$ cat config.mk
export PLATFORM = sky130hd
export DESIGN_NAME = compressor_heater_guard_fsm
export DESIGN_NICKNAME = d
export VERILOG_FILES = /design/src/sv/chg_pkg.sv /design/src/sv/chg_ram.sv /design/src/sv/chg_update.sv /design/src/sv/compressor_heater_guard_fsm.sv
export VERILOG_INCLUDE_DIRS = /design/src /design/src/sv
export SDC_FILE = /design/constraint.sdc
export NUM_CORES = 1
export LEC_CHECK = 0
export ABC_AREA = 1
export BUFFER_PORTS_ARGS = -buffer_cell sky130_fd_sc_hd__buf_2
export CORE_ASPECT_RATIO = 0.75
export CORE_UTILIZATION = 63
export DETAILED_ROUTE_END_ITERATION = 6
export GPL_TIMING_DRIVEN = 0
export PLACE_DENSITY = 0.81
export SYNTH_ARGS = -nofsm -noshare
export SYNTH_HDL_FRONTEND = slang
export SYNTH_SLANG_ARGS = --single-unit
$ cat constraint.sdc
create_clock -name clk -period 10.7 [get_ports clk]
set_clock_uncertainty 0.1 [all_clocks]
set_input_delay 3.21 -clock clk [delete_from_list [all_inputs] [get_ports clk]]
set_output_delay 3.21 -clock clk [all_outputs]
set_load 0.005 [all_outputs]
$ cat src/sv/assert_macros.svh
`ifndef ASSERT_MACROS_SVH
`define ASSERT_MACROS_SVH

// Same-cycle implication, sampled on clk, off while rst is high.
`define CHG_ASSERT_NOW(label, cond, expr, msg) \
  label: assert property (@(posedge clk) disable iff (rst) (cond) |-> (expr)) else $error(msg);

// Next-cycle implication, sampled on clk, off while rst is high.
`define CHG_ASSERT_NEXT(label, cond, expr, msg) \
  label: assert property (@(posedge clk) disable iff (rst) (cond) |=> (expr)) else $error(msg);

`endif

$ cat src/sv/chg_pkg.sv
`default_nettype none

package chg_pkg;

  localparam int CHANNEL_WIDTH   = 1;
  localparam int TICKS_IN_WIDTH  = 32;
  localparam int CFG_WIDTH       = 32;
  localparam int CFG_INDEX_WIDTH = 2;
  localparam int MODE_WIDTH      = 3;

  typedef logic [MODE_WIDTH-1:0]      mode_t;
  typedef logic [CFG_INDEX_WIDTH-1:0] cfg_index_t;
  typedef logic [CFG_WIDTH-1:0]       cfg_word_t;

  localparam mode_t MODE_OFF       = 3'd0;
  localparam mode_t MODE_COOL_WAIT = 3'd1;
  localparam mode_t MODE_COOLING   = 3'd2;
  localparam mode_t MODE_OVERRUN   = 3'd3;
  localparam mode_t MODE_HEAT_WAIT = 3'd4;
  localparam mode_t MODE_HEATING   = 3'd5;

  localparam cfg_index_t CFG_MIN_COOLING = 2'd0;
  localparam cfg_index_t CFG_MAX_COOLING = 2'd1;
  localparam cfg_index_t CFG_MIN_OFF     = 2'd2;

  localparam cfg_word_t MIN_COOLING_RESET = 32'd180000;
  localparam cfg_word_t MAX_COOLING_RESET = 32'd3600000;
  localparam cfg_word_t MIN_OFF_RESET     = 32'd300000;

endpackage

`default_nettype wire

$ cat src/sv/chg_ram.sv
`default_nettype none

module chg_ram #(
  parameter int WIDTH      = 8,
  parameter int DEPTH      = 2,
  parameter int ADDR_WIDTH = (DEPTH > 1) ? $clog2(DEPTH) : 1
) (
  input  wire logic                  clk,
  input  wire logic                  wr_en,
  input  wire logic [ADDR_WIDTH-1:0] wr_addr,
  input  wire logic [WIDTH-1:0]      wr_data,
  input  wire logic                  rd_en,
  input  wire logic [ADDR_WIDTH-1:0] rd_addr,
  output logic      [WIDTH-1:0]      rd_data
);

  logic [WIDTH-1:0] mem [DEPTH];

  always_ff @(posedge clk) begin
    if (wr_en) begin
      mem[wr_addr] <= wr_data;
    end
    if (rd_en) begin
      rd_data <= mem[rd_addr];
    end
  end

endmodule

`default_nettype wire

$ cat src/sv/chg_update.sv
`default_nettype none

module chg_update
  import chg_pkg::*;
#(
  parameter int TICK_WIDTH = 32
) (
  input  wire mode_t                  cur_mode,
  input  wire logic [TICK_WIDTH-1:0]  cur_cool_start_after,
  input  wire logic [TICK_WIDTH-1:0]  cur_cool_stop_after,
  input  wire logic [TICK_WIDTH-1:0]  cur_cool_stop_by,
  input  wire logic [TICK_WIDTH-1:0]  cur_heat_start_after,
  input  wire logic                   cool,
  input  wire logic                   heat,
  input  wire logic [TICK_WIDTH-1:0]  now,
  input  wire logic [TICK_WIDTH-1:0]  min_cooling,
  input  wire logic [TICK_WIDTH-1:0]  max_cooling,
  input  wire logic [TICK_WIDTH-1:0]  min_off,
  output mode_t                       next_mode,
  output logic      [TICK_WIDTH-1:0]  next_cool_start_after,
  output logic      [TICK_WIDTH-1:0]  next_cool_stop_after,
  output logic      [TICK_WIDTH-1:0]  next_cool_stop_by,
  output logic      [TICK_WIDTH-1:0]  next_heat_start_after
);

  logic [TICK_WIDTH-1:0] off_until;

  // sums wrap at TICK_WIDTH bits
  assign off_until = now + min_off;

  always_comb begin
    next_mode             = cur_mode;
    next_cool_start_after = cur_cool_start_after;
    next_cool_stop_after  = cur_cool_stop_after;
    next_cool_stop_by     = cur_cool_stop_by;
    next_heat_start_after = cur_heat_start_after;
    case (cur_mode)
      MODE_COOL_WAIT: begin
        if (!cool) begin
          next_mode = MODE_OFF;
        end else if (now >= cur_cool_start_after) begin
          next_cool_stop_after = now + min_cooling;
          next_cool_stop_by    = now + max_cooling;
          next_mode            = MODE_COOLING;
        end
      end
      MODE_COOLING: begin
        if (!cool) begin
          next_mode = MODE_OVERRUN;
        end else if (now >= cur_cool_stop_by) begin
          next_cool_start_after = off_until;
          next_heat_start_after = off_until;
          next_mode             = MODE_OFF;
        end
      end
      MODE_OVERRUN: begin
        if (cool) begin
          next_mode = MODE_COOLING;
        end else if (now >= cur_cool_stop_after) begin
          next_cool_start_after = off_until;
          next_heat_start_after = off_until;
          next_mode             = MODE_OFF;
        end
      end
      MODE_HEAT_WAIT: begin
        if (!heat) begin
          next_mode = MODE_OFF;
        end else if (now >= cur_heat_start_after) begin
          next_mode = MODE_HEATING;
        end
      end
      MODE_HEATING: begin
        if (!heat) begin
          next_cool_start_after = off_until;
          next_mode             = MODE_OFF;
        end
      end
      default: begin
        // off, and any stray code; both requests at once keep it off
        next_mode = MODE_OFF;
        if (cool && !heat) begin
          next_mode = MODE_COOL_WAIT;
        end else if (heat && !cool) begin
          next_mode = MODE_HEAT_WAIT;
        end
      end
    endcase
  end

endmodule

`default_nettype wire

$ cat src/sv/compressor_heater_guard_fsm.sv
// Each accepted input beat passes the lookup stage, then the output register, which holds its result beat.
// Throughput: one beat per cycle while out_stall is low; each channel's state is read from the state RAM
// on accept and written back as the beat leaves the lookup stage, with a bypass for back-to-back beats.
// Reset (rst, synchronous): all channels read as off with zero deadlines (per-entry
// valid bits), timing registers take their default values, both pipeline stages empty.
`default_nettype none

`include "assert_macros.svh"

module compressor_heater_guard_fsm
  import chg_pkg::*;
#(
  parameter int CHANNELS   = 2,
  parameter int TICK_WIDTH = 32
) (
  input  wire logic                      clk,
  input  wire logic                      rst,
  input  wire logic                      cfg_write,
  input  wire cfg_index_t                cfg_index,
  input  wire cfg_word_t                 cfg_data,
  input  wire logic                      in_valid,
  output logic                           in_stall,
  input  wire logic [CHANNEL_WIDTH-1:0]  channel,
  input  wire logic                      cool_request,
  input  wire logic                      heat_request,
  input  wire logic [TICKS_IN_WIDTH-1:0] now_ticks,
  output logic                           out_valid,
  input  wire logic                      out_stall,
  output logic      [CHANNEL_WIDTH-1:0]  channel_out,
  output mode_t                          mode,
  output logic                           compressor_on,
  output logic                           heater_on
);

  localparam int CH_AW = (CHANNELS > 1) ? $clog2(CHANNELS) : 1;

  typedef struct packed {
    mode_t                 mode;
    logic [TICK_WIDTH-1:0] cool_start_after;
    logic [TICK_WIDTH-1:0] cool_stop_after;
    logic [TICK_WIDTH-1:0] cool_stop_by;
    logic [TICK_WIDTH-1:0] heat_start_after;
  } chan_state_t;

  localparam int STATE_WIDTH = $bits(chan_state_t);

  cfg_word_t min_cooling_ticks;
  cfg_word_t max_cooling_ticks;
  cfg_word_t min_off_ticks;

  logic [CHANNELS-1:0] entry_valid;

  logic                     s1_valid;
  logic [CH_AW-1:0]         s1_addr;
  logic                     s1_in_range;
  logic                     s1_entry_valid;
  logic [CHANNEL_WIDTH-1:0] s1_channel;
  logic                     s1_cool;
  logic                     s1_heat;
  logic [TICK_WIDTH-1:0]    s1_now;
  logic                     s1_fwd;
  chan_state_t              s1_fwd_data;

  logic             advance;
  logic             accept;
  logic             commit;
  logic             in_range;
  logic [CH_AW-1:0] in_addr;

  chan_state_t ram_rd;
  chan_state_t cur_state;
  chan_state_t state_next;
  mode_t       mode_next;

  // configuration registers
  always_ff @(posedge clk) begin
    if (rst) begin
      min_cooling_ticks <= MIN_COOLING_RESET;
      max_cooling_ticks <= MAX_COOLING_RESET;
      min_off_ticks     <= MIN_OFF_RESET;
    end else if (cfg_write) begin
      case (cfg_index)
        CFG_MIN_COOLING: min_cooling_ticks <= cfg_data;
        CFG_MAX_COOLING: max_cooling_ticks <= cfg_data;
        CFG_MIN_OFF:     min_off_ticks     <= cfg_data;
        default: ;
      endcase
    end
  end

  assign advance  = !out_valid || !out_stall;
  assign in_stall = s1_valid && !advance;
  assign accept   = in_valid && !in_stall;
  assign commit   = s1_valid && advance && s1_in_range;
  assign in_range = int'(channel) < CHANNELS;
  assign in_addr  = CH_AW'(channel);

  chg_ram #(
    .WIDTH (STATE_WIDTH),
    .DEPTH (CHANNELS)
  ) u_state_ram (
    .clk     (clk),
    .wr_en   (commit),
    .wr_addr (s1_addr),
    .wr_data (state_next),
    .rd_en   (accept),
    .rd_addr (in_addr),
    .rd_data (ram_rd)
  );

  // bypass covers a write landing on the same edge as the read
  always_comb begin
    if (s1_fwd) begin
      cur_state = s1_fwd_data;
    end else if (s1_entry_valid) begin
      cur_state = ram_rd;
    end else begin
      cur_state = '0;
    end
  end

  chg_update #(
    .TICK_WIDTH (TICK_WIDTH)
  ) u_update (
    .cur_mode              (cur_state.mode),
    .cur_cool_start_after  (cur_state.cool_start_after),
    .cur_cool_stop_after   (cur_state.cool_stop_after),
    .cur_cool_stop_by      (cur_state.cool_stop_by),
    .cur_heat_start_after  (cur_state.heat_start_after),
    .cool                  (s1_cool),
    .heat                  (s1_heat),
    .now                   (s1_now),
    .min_cooling           (TICK_WIDTH'(min_cooling_ticks)),
    .max_cooling           (TICK_WIDTH'(max_cooling_ticks)),
    .min_off               (TICK_WIDTH'(min_off_ticks)),
    .next_mode             (state_next.mode),
    .next_cool_start_after (state_next.cool_start_after),
    .next_cool_stop_after  (state_next.cool_stop_after),
    .next_cool_stop_by     (state_next.cool_stop_by),
    .next_heat_start_after (state_next.heat_start_after)
  );

  assign mode_next = s1_in_range ? state_next.mode : MODE_OFF;

  // lookup stage: control
  always_ff @(posedge clk) begin
    if (rst) begin
      s1_valid    <= 1'b0;
      entry_valid <= '0;
    end else begin
      if (!in_stall) begin
        s1_valid <= in_valid;
      end
      if (commit) begin
        entry_valid[s1_addr] <= 1'b1;
      end
    end
  end

  // lookup stage: payload
  always_ff @(posedge clk) begin
    if (accept) begin
      s1_addr        <= in_addr;
      s1_in_range    <= in_range;
      s1_entry_valid <= in_range && entry_valid[in_addr];
      s1_channel     <= channel;
      s1_cool        <= cool_request;
      s1_heat        <= heat_request;
      s1_now         <= TICK_WIDTH'(now_ticks);
      s1_fwd         <= commit && (s1_addr == in_addr);
      s1_fwd_data    <= state_next;
    end
  end

  // output register
  always_ff @(posedge clk) begin
    if (rst) begin
      out_valid <= 1'b0;
    end else if (advance) begin
      out_valid <= s1_valid;
    end
  end

  always_ff @(posedge clk) begin
    if (advance && s1_valid) begin
      channel_out   <= s1_channel;
      mode          <= mode_next;
      compressor_on <= (mode_next == MODE_COOLING) || (mode_next == MODE_OVERRUN);
      heater_on     <= (mode_next == MODE_HEATING);
    end
  end

  `CHG_ASSERT_NOW(a_drives_exclusive, out_valid, !(compressor_on && heater_on), "compressor and heater both on")
  `CHG_ASSERT_NEXT(a_bypass_taken, accept && commit && (s1_addr == in_addr), s1_fwd, "same-entry write not bypassed")
  `CHG_ASSERT_NEXT(a_stage_holds, s1_valid && !advance, s1_valid && $stable(s1_addr), "held beat lost in lookup stage")

endmodule

`default_nettype wire

==> results.md, run 1 <==
- Top cells by area, synth: edfxtp_1 48%, nand2_1 9.1%, ha_1 7.7%
- CP endpoint kind: output port
- CTS root buf: clkbuf_16
- CTS tree: built
- Switch share: 0.290
- Unique masters post-synth: 54
- Yosys reg bits: 667
- Peak ir drop on the vdd network: 0.180 mV
- Hold Crit Class: reg -> reg
- Largest net degree at the start of global routing: 120
- Register area share after synthesis: 0.535
- Post-synthesis xor/xnor area fraction: 0.0172
- Final Power: 6.57 mW
- Area grow syn2layout: 9.98%
- Die area: 57400 um2
- Async SR Flop Fraction: 0
- Die H: 208 um
- Share of Yosys cell area claimed by the top area cell type: 0.479
- Synthesized area: 35600 um2
- Reg2Reg Setup Slack: about 4600 ps
- Synth cell count leaders: 859 x nand2_1, 567 x edfxtp_1, 277 x inv_1
- Main combinational cell family by area after synthesis: simple AND/OR/NAND/NOR gates
- Peak fanout along the critical path: 3
- Sequential share of power: 0.480
- Placed inst area: 37100 um2
- Clock network fraction of design power: 0.343
- Hold path cells: 2
- DP Wirelength: 85.1 mm
- Critical Path AT: 3630 ps
- Cts hold-fix bufs: 0
- Most used cell, CP: buf_2
- Gate power share: 0.177
- Vias per cell: 6.36
- Rows: 75
- Rel. slew slack: 0.154
- Initial DRC count: 4402
- Worst R2R End: u_state_ram.mem[0][113]$_DFFE_PP_
- Number of failing hold endpoints at the final stage: 0
- Setup violators final: 0
- Port Buffer Count: 80
- Clock period minus worst slack: 6940 ps
- Layout net count: 4069
- Clk_lat worst skew: 660 ps
- Clock buffer depth: 3
- CP Launch Type: primary input
- Count leader, synth: nand2_1
- Post-synth top area cell: edfxtp_1
- GRT Total Usage: 0.392
- Pleak: ~17 nW
- Pwr dens: 168 nW/um2
- Cts repair resizes: 0
- Io pins: 82
- Int Power: 4.66 mW
- EDFF count, synth: 567
- CTS sink count: about 670
- Worst setup endpoint: in_stall
- Drt wl/cell: 25.1 um
- TritonCTS Buffers: 61
- Starting Density: 0.637
- Ys flop type: edfxtp_1
- Layout cells sized above 1: 0.105
- Crit path largest cell delay: 130 ps
- WS Path Type: in -> out
- Slew @ Worst Pin: 1270 ps
- Critical R2R Launch: s1_fwd$_DFFE_PP_
- DRC: 3
- Compound-Gate Fraction of Synth Area: 0.107
- ANT cells: 0
- Chip width: 276 um
- Worst setup startpoint: out_stall
- Buffer count from post-CTS setup fixing: 0
- Max Slew Vio Count: 0
- Core Region: around 56000 um2
- Synth Area per Inst: 9.82 um2
- Final Cycle Share: 0.649
- Htree depth: 2
- Yosys Warn Count: 0
- Failing checks: DRC
- Post-DRT Antenna Nets: 0
- DP Worst Slack: around 3700 ps
- FMAX: 144 MHz
- Final instance area: 39100 um2
- Vias: 29000
- Worst-path clk slew: 70 ps
- FF-to-FF path depth: 17
- Final core occ: 0.700
- Synthesized Nets: between 3000 and 4000
- Multiplexer share of the synthesized area: 0.0415
- # Max-Cap Violations: 0
- NetSw: 1.91 mW
- Initial antenna violation count: 1
- Final worst setup slack: roughly 3800 ps
- Gr ovfl total: 0
- Vias in the first global route: 26500
- RSZ-0062 raised after global routing: no
- CP cell instances: buf_2 -> nand2_1 -> nor2_1 -> buf_2
- Adder and majority cell fraction of the synthesized area: 0.0788
- Outcome: finished, violations left
- Wire length of the first global-routing pass: 167 mm
- Placer congestion estimate: roughly 1.1
- DRT Wirelength: 114 mm
- Cells after synthesis: 3622
- First drt pass iteration count: 7
- CP Data Required Time: 7390 ps
- Slowest CP cell: nor2_1
- Post-Synth Simple-Gate Area: 0.172
metal layers:
| metal | track usage | up-vias | part of all wire |
|---|---|---|---|
| li1 | - | 13100 | - |
| met1 | 0.584 | 13600 | 0.41 |
| met2 | 0.524 | 2017 | 0.38 |
| met3 | 0.148 | 269 | 0.17 |
| met4 | 0.123 | 4 | 0.034 |
| met5 | 0.0116 | - | 0.00092 |
how the worst min path moves through the flow:
stage | from | end
floorplan | entry_valid[0]$_SDFFE_PP0P_ | entry_valid[0]$_SDFFE_PP0P_
global placement | entry_valid[0]$_SDFFE_PP0P_ | entry_valid[0]$_SDFFE_PP0P_
detailed placement | entry_valid[0]$_SDFFE_PP0P_ | entry_valid[0]$_SDFFE_PP0P_
CTS | entry_valid[0]$_SDFFE_PP0P_ | entry_valid[0]$_SDFFE_PP0P_
global route | min_off_ticks[25]$_SDFFE_PP0P_ | min_off_ticks[25]$_SDFFE_PP0P_
finish | entry_valid[0]$_SDFFE_PP0P_ | entry_valid[0]$_SDFFE_PP0P_
kinds of logic (layout without fill, tap and decap cells):
kind of cell    Yosys count  in the layout
buf+inv                 421            624
compound gates          647            647
simple gates           1464           1464
xor+xnor                 70             70
flops                   667            667
fa+ha+maj               222            222
mux                     131            131
power by group through the flow:
stage	clock, mW	sequential (mW)	combinational, mW
2_1_floorplan	0	3.17	0.741
3_5_place_dp	0	3.20	1.10
4_1_cts	2.25	3.15	1.11
5_1_grt	2.35	3.16	1.25
6_report	2.25	3.15	1.16
3_3_place_gp	0	3.23	1.07
critical path: cells and delay by family:
kind,cells,cell delay (ps)
AND/OR/NAND/NOR,2,210
buffers and inverters,2,200
placed cells by master, fill, tap and decap left out, types with 100 or more instances in the layout:
cell type / n
nand3_1: 231
dfxtp_1: 100
edfxtp_1: 567
a21oi_1: 198
buf_2: 116
nand2_1: 859
o21ai_0: 136
ha_1: 219
a22oi_1: 122
mux2_2: 131
inv_1: 275
nor2_1: 250
per-stage QoR:
stage	hold slack (ps)	std cells	TNS [ps]
2_1_floorplan	331	3622	0
3_3_place_gp	338	4433	-1131850
3_5_place_dp	353	4441	0
4_1_cts	362	4556	0
5_1_grt	389	4556	0
6_report	367	4556	0
flip-flops by register name (all words and copies together), names as in the netlist:
register	cells
u_state_ram.mem	262
s1_fwd_data	131
u_state_ram.rd_data	131
max_cooling_ticks	32
min_cooling_ticks	32
min_off_ticks	32
s1_now	32
mode	3
entry_valid	2
channel_out	1
compressor_on	1
heater_on	1
out_valid	1
s1_channel	1
s1_cool	1
s1_entry_valid	1
s1_fwd	1
s1_heat	1
s1_valid	1
final cells by class:
| type | count | area (um2) |
|---|---|---|
| flip-flops and latches | 667 | 19000 |
| repair buffers | 88 | 583 |
| clock inverters | 33 | 385 |
| inverters | 292 | 1110 |
| clock buffers | 82 | 1650 |
| multi-input cells | 2534 | 14800 |
| well taps | 731 | 915 |
| fillers | 4177 | 16700 |
| plain buffers | 129 | 599 |
Power figures use the tool's default switching activity.
==> run 2: changes to the inputs <==
Settings changed: ABC_AREA 1 to 0, CORE_UTILIZATION 63 to 57, PLACE_DENSITY 0.81 to 0.78.
Clock period 10.7 ns to 5.7 ns, I/O delays scaled along.
==> run 2 against run 1 <==
Compared with the run above:
- power grew 86%
- worst hold slack lost 2.3 ps
- largest power group unchanged
- utilization shrank 4.4 points
- highest routed layer unchanged
- critical path depth grew 11
- die area grew 1.5%
- count of clock-buffer cells in the layout grew 3
- largest cell class unchanged
- the run now ends clean
- final cell count shrank 22%
- non-clock buffer count shrank 3
- first-iteration DRC count shrank 25%
- sequential power grew 85%
- design area shrank 5.7%
==> results.md, run 2 <==
- WHS: 365 ps (-2.29 ps)
- Rows: 75 (unchanged)
- Biggest regs: u_state_ram.mem x262, s1_fwd_data x131, u_state_ram.rd_data x131
- DP Wirelength: 71.2 mm (-16%)
- Final std cells w/o fill: 3546 (-22%)
- Most frequent cells in the layout: 567 x edfxtp_1, 274 x nand2_1, 219 x ha_1
- Yosys Warn Count: 0 (unchanged)
- Setup violators final: 0 (unchanged)
- Clock period minus worst slack: 5690 ps
- CP top delay family: buffers and inverters
- Most used cell, CP: buf_2
- WP buf/inv: 5 (+3)
- Async SR Flop Fraction: 0 (unchanged)
- TritonCTS Buffers: 67 (+9.8%)
- Critical Path AT: 5960 ps (+2330 ps)
- Final Cycle Share: 0.998
- DP Worst Slack: -2450 ps (-6190 ps)
- Port Buffer Count: 80 (unchanged)
- Ys flop type: edfxtp_1
- Layout net count: 3057 (-25%)
- Vias per cell: 6.66 (+4.7%)
- Share of Yosys cell area claimed by the top area cell type: 0.521 (+0.0427)
- Reg area: 19000 um2 (unchanged)
- Multi-input logic area: 13100 um2 (-12%)
- Starting Density: 0.581 (-0.0560)
- Number of placed cells counting well taps: 3416 (-23%)
- Count leader, synth: edfxtp_1
- Chip width: 278 um (+0.73%)
- Post-DRT Antenna Nets: 0 (unchanged)
- Initial DRC count: 3317 (-25%)
- Synthesized area: 32600 um2 (-8.2%)
- Worst setup startpoint: s1_fwd$_DFFE_PP_
- Die area: 58300 um2 (+1.5%)
- Vias in the first global route: 22700 (-14%)
- Synth cell count leaders: 567 x edfxtp_1, 274 x nand2_1, 219 x ha_1
- Crit path largest cell delay: 530 ps (+400 ps)
- First drt pass iteration count: 7 (unchanged)
- CTS tree: built
- Largest register FFs: 262 (unchanged)
- Largest net degree at the start of global routing: 54 (-55%)
- Die H: 209 um (+0.73%)
- Placed inst area: 34400 um2 (-7.3%)
- FMAX: 176 MHz
- Critical R2R Launch: s1_fwd$_DFFE_PP_
- Htree depth: 3 (+1)
- Drt wl/cell: 27.8 um (+11%)
- Rel. slew slack: 0.189 (+0.0349)
- Post-synth top area cell: edfxtp_1
- # Max-Cap Violations: 0 (unchanged)
- Number of failing hold endpoints at the final stage: 0 (unchanged)
- Max Slew Vio Count: 0 (unchanged)
- Final Power: 12.2 mW (+86%)
- CP Launch Type: flop
- Final core occ: 0.656 (-0.0443)
- Synthesized Nets: 2883 (-26%)
- Clock buffer depth: 3 (unchanged)
- Placer congestion estimate: 0.976 (-9.2%)
- Outcome: finished, final reports clean
- WS Path Type: reg -> reg
- Layout cells sized above 1: 0.154 (+0.0489)
- Clk_lat worst skew: 620 ps (-40 ps)
- Top cells by area, synth: edfxtp_1 52%, ha_1 8.4%, dfxtp_1 6.1%
- Setup_tns: 0 ps (unchanged)
- Vias: 23600 (-18%)
- Hold Crit Class: reg -> reg
- Final worst setup slack: 11.1 ps (-3750 ps)
- Hold wc startpoint: min_cooling_ticks[23]$_SDFFE_PP0P_
- Biggest register: u_state_ram.mem
- Worst-path clk slew: 70 ps (about the same)
- GRT Total Usage: 0.337 (-0.0554)
- Pleak: 14.2 nW (-14%)
- Initial antenna violation count: 3 (+2)
- Final instance area: 36900 um2 (-5.7%)
- Yosys reg bits: 667 (unchanged)
- CP endpoint kind: flop
- Gr ovfl total: 0 (unchanged)
- Slowest CP cell: a211oi_4
- Unique masters post-synth: 85 (+57%)
- Synth Area per Inst: 12.6 um2 (+29%)
- Most common cell after layout, fill and taps aside: edfxtp_1
- Slew @ Worst Pin: 1220 ps (-52.3 ps)
- CP cell instances: nor2b_1 -> clkbuf_2 -> buf_2 -> buf_2 -> a22oi_1 -> ha_1 -> nand4_1 -> nor3_1 -> nand3_1 -> a211oi_4 -> o21a_1 -> buf_2 -> buf_4 -> o21ai_0 -> o22ai_1
- CTS root buf: clkbuf_16
- CTS sink count: 667 (unchanged)
- DRC: 0 (-3)
- Area grow syn2layout: 13.0%
- DRT Wirelength: 98.6 mm (-14%)
- Peak ir drop on the vdd network: 0.224 mV (+24%)
- Wire length of the first global-routing pass: 144 mm (-14%)
- Fill cell count: 4104 (-1.7%)
- Io pins: 82 (unchanged)
- EDFF count, synth: 567 (unchanged)
- Register area share after synthesis: 0.583 (+0.0477)
- Cells after synthesis: 2587 (-29%)
- Peak fanout along the critical path: 10 (+7)
- CP Data Required Time: 5970 ps (-1420 ps)
- Cts hold-fix bufs: 0 (unchanged)
- Pwr dens: 331 nW/um2 (+97%)
- Core Region: 56200 um2 (+0.67%)
run 2: cell count changes in the layout (fill, tap and decap cells not counted), sizes merged, moves of 18 or more:
cell	delta
inv	-257
nand2b	+19
a21o	+72
nand3b	+22
a211oi	+26
nor2	-134
mux2i	+61
o21ai	-164
nand4	-33
a21oi	+18
nand2	-591
nand3	-212
run 2: cell type report:
type | instances | share of cell area
Clock buffer | 85 | 0.0484
Buffer | 109 | 0.0151
Timing Repair Buffer | 105 | 0.0231
Antenna cell | 1 | 0.0000679
Sequential cell | 667 | 0.516
Clock inverter | 37 | 0.0135
Inverter | 35 | 0.00356
Tap cell | 731 | 0.0248
Multi-Input combinational cell | 1776 | 0.356
run 2: final timing paths:
kind	slack, ps	cells past startpoint	to
max	10	15	u_state_ram.mem[0][43]$_DFFE_PP_
min	360	2	min_cooling_ticks[23]$_SDFFE_PP0P_
max reg2reg	10	15	u_state_ram.mem[0][43]$_DFFE_PP_
min reg2reg	360	2	min_cooling_ticks[23]$_SDFFE_PP0P_
run 2: power breakdown:
part	leakage, nW	switching (mW)	internal, mW	total, mW
logic	6.81	1.10	0.609	1.71
registers	6.29	0.151	5.68	5.83
clock network	1.10	1.92	2.74	4.66
total	14.2	3.17	9.03	12.2
run 2: cell families after synthesis:
kind of cell	share of synthesized area
AND/OR/NAND/NOR	0.0858
XOR/XNOR	0.0193
flip-flops	0.583
AO/OA/AOI/OAI	0.142
multiplexers	0.0656
adder cells (fa/ha/maj)	0.0858
buffers and inverters	0.0182
run 2: layer usage:
metal	global-route usage	vias up	wire, um
met4	0.112	2	3340
met3	0.0726	230	11200
li1	-	10300	-
met2	0.486	1401	41300
met1	0.505	11700	42700
met5	0	-	12
run 2: worst register-to-register path, delay by kind of cell (launching register included):
kind / cells / cell delay (ps)
flops: 1 / 490
compound gates: 5 / 1510
buf+inv: 5 / 1880
simple gates: 4 / 1120
fa+ha+maj: 1 / 340
run 2: repair_timing:
item | 4_1_cts | 5_1_grt
setup buffers | 3 | 4
setup endpoints to repair | 394 | 362
hold endpoints to repair | 0 | 0
pin swaps | 3 | 3
gates resized for setup | 61 | 19
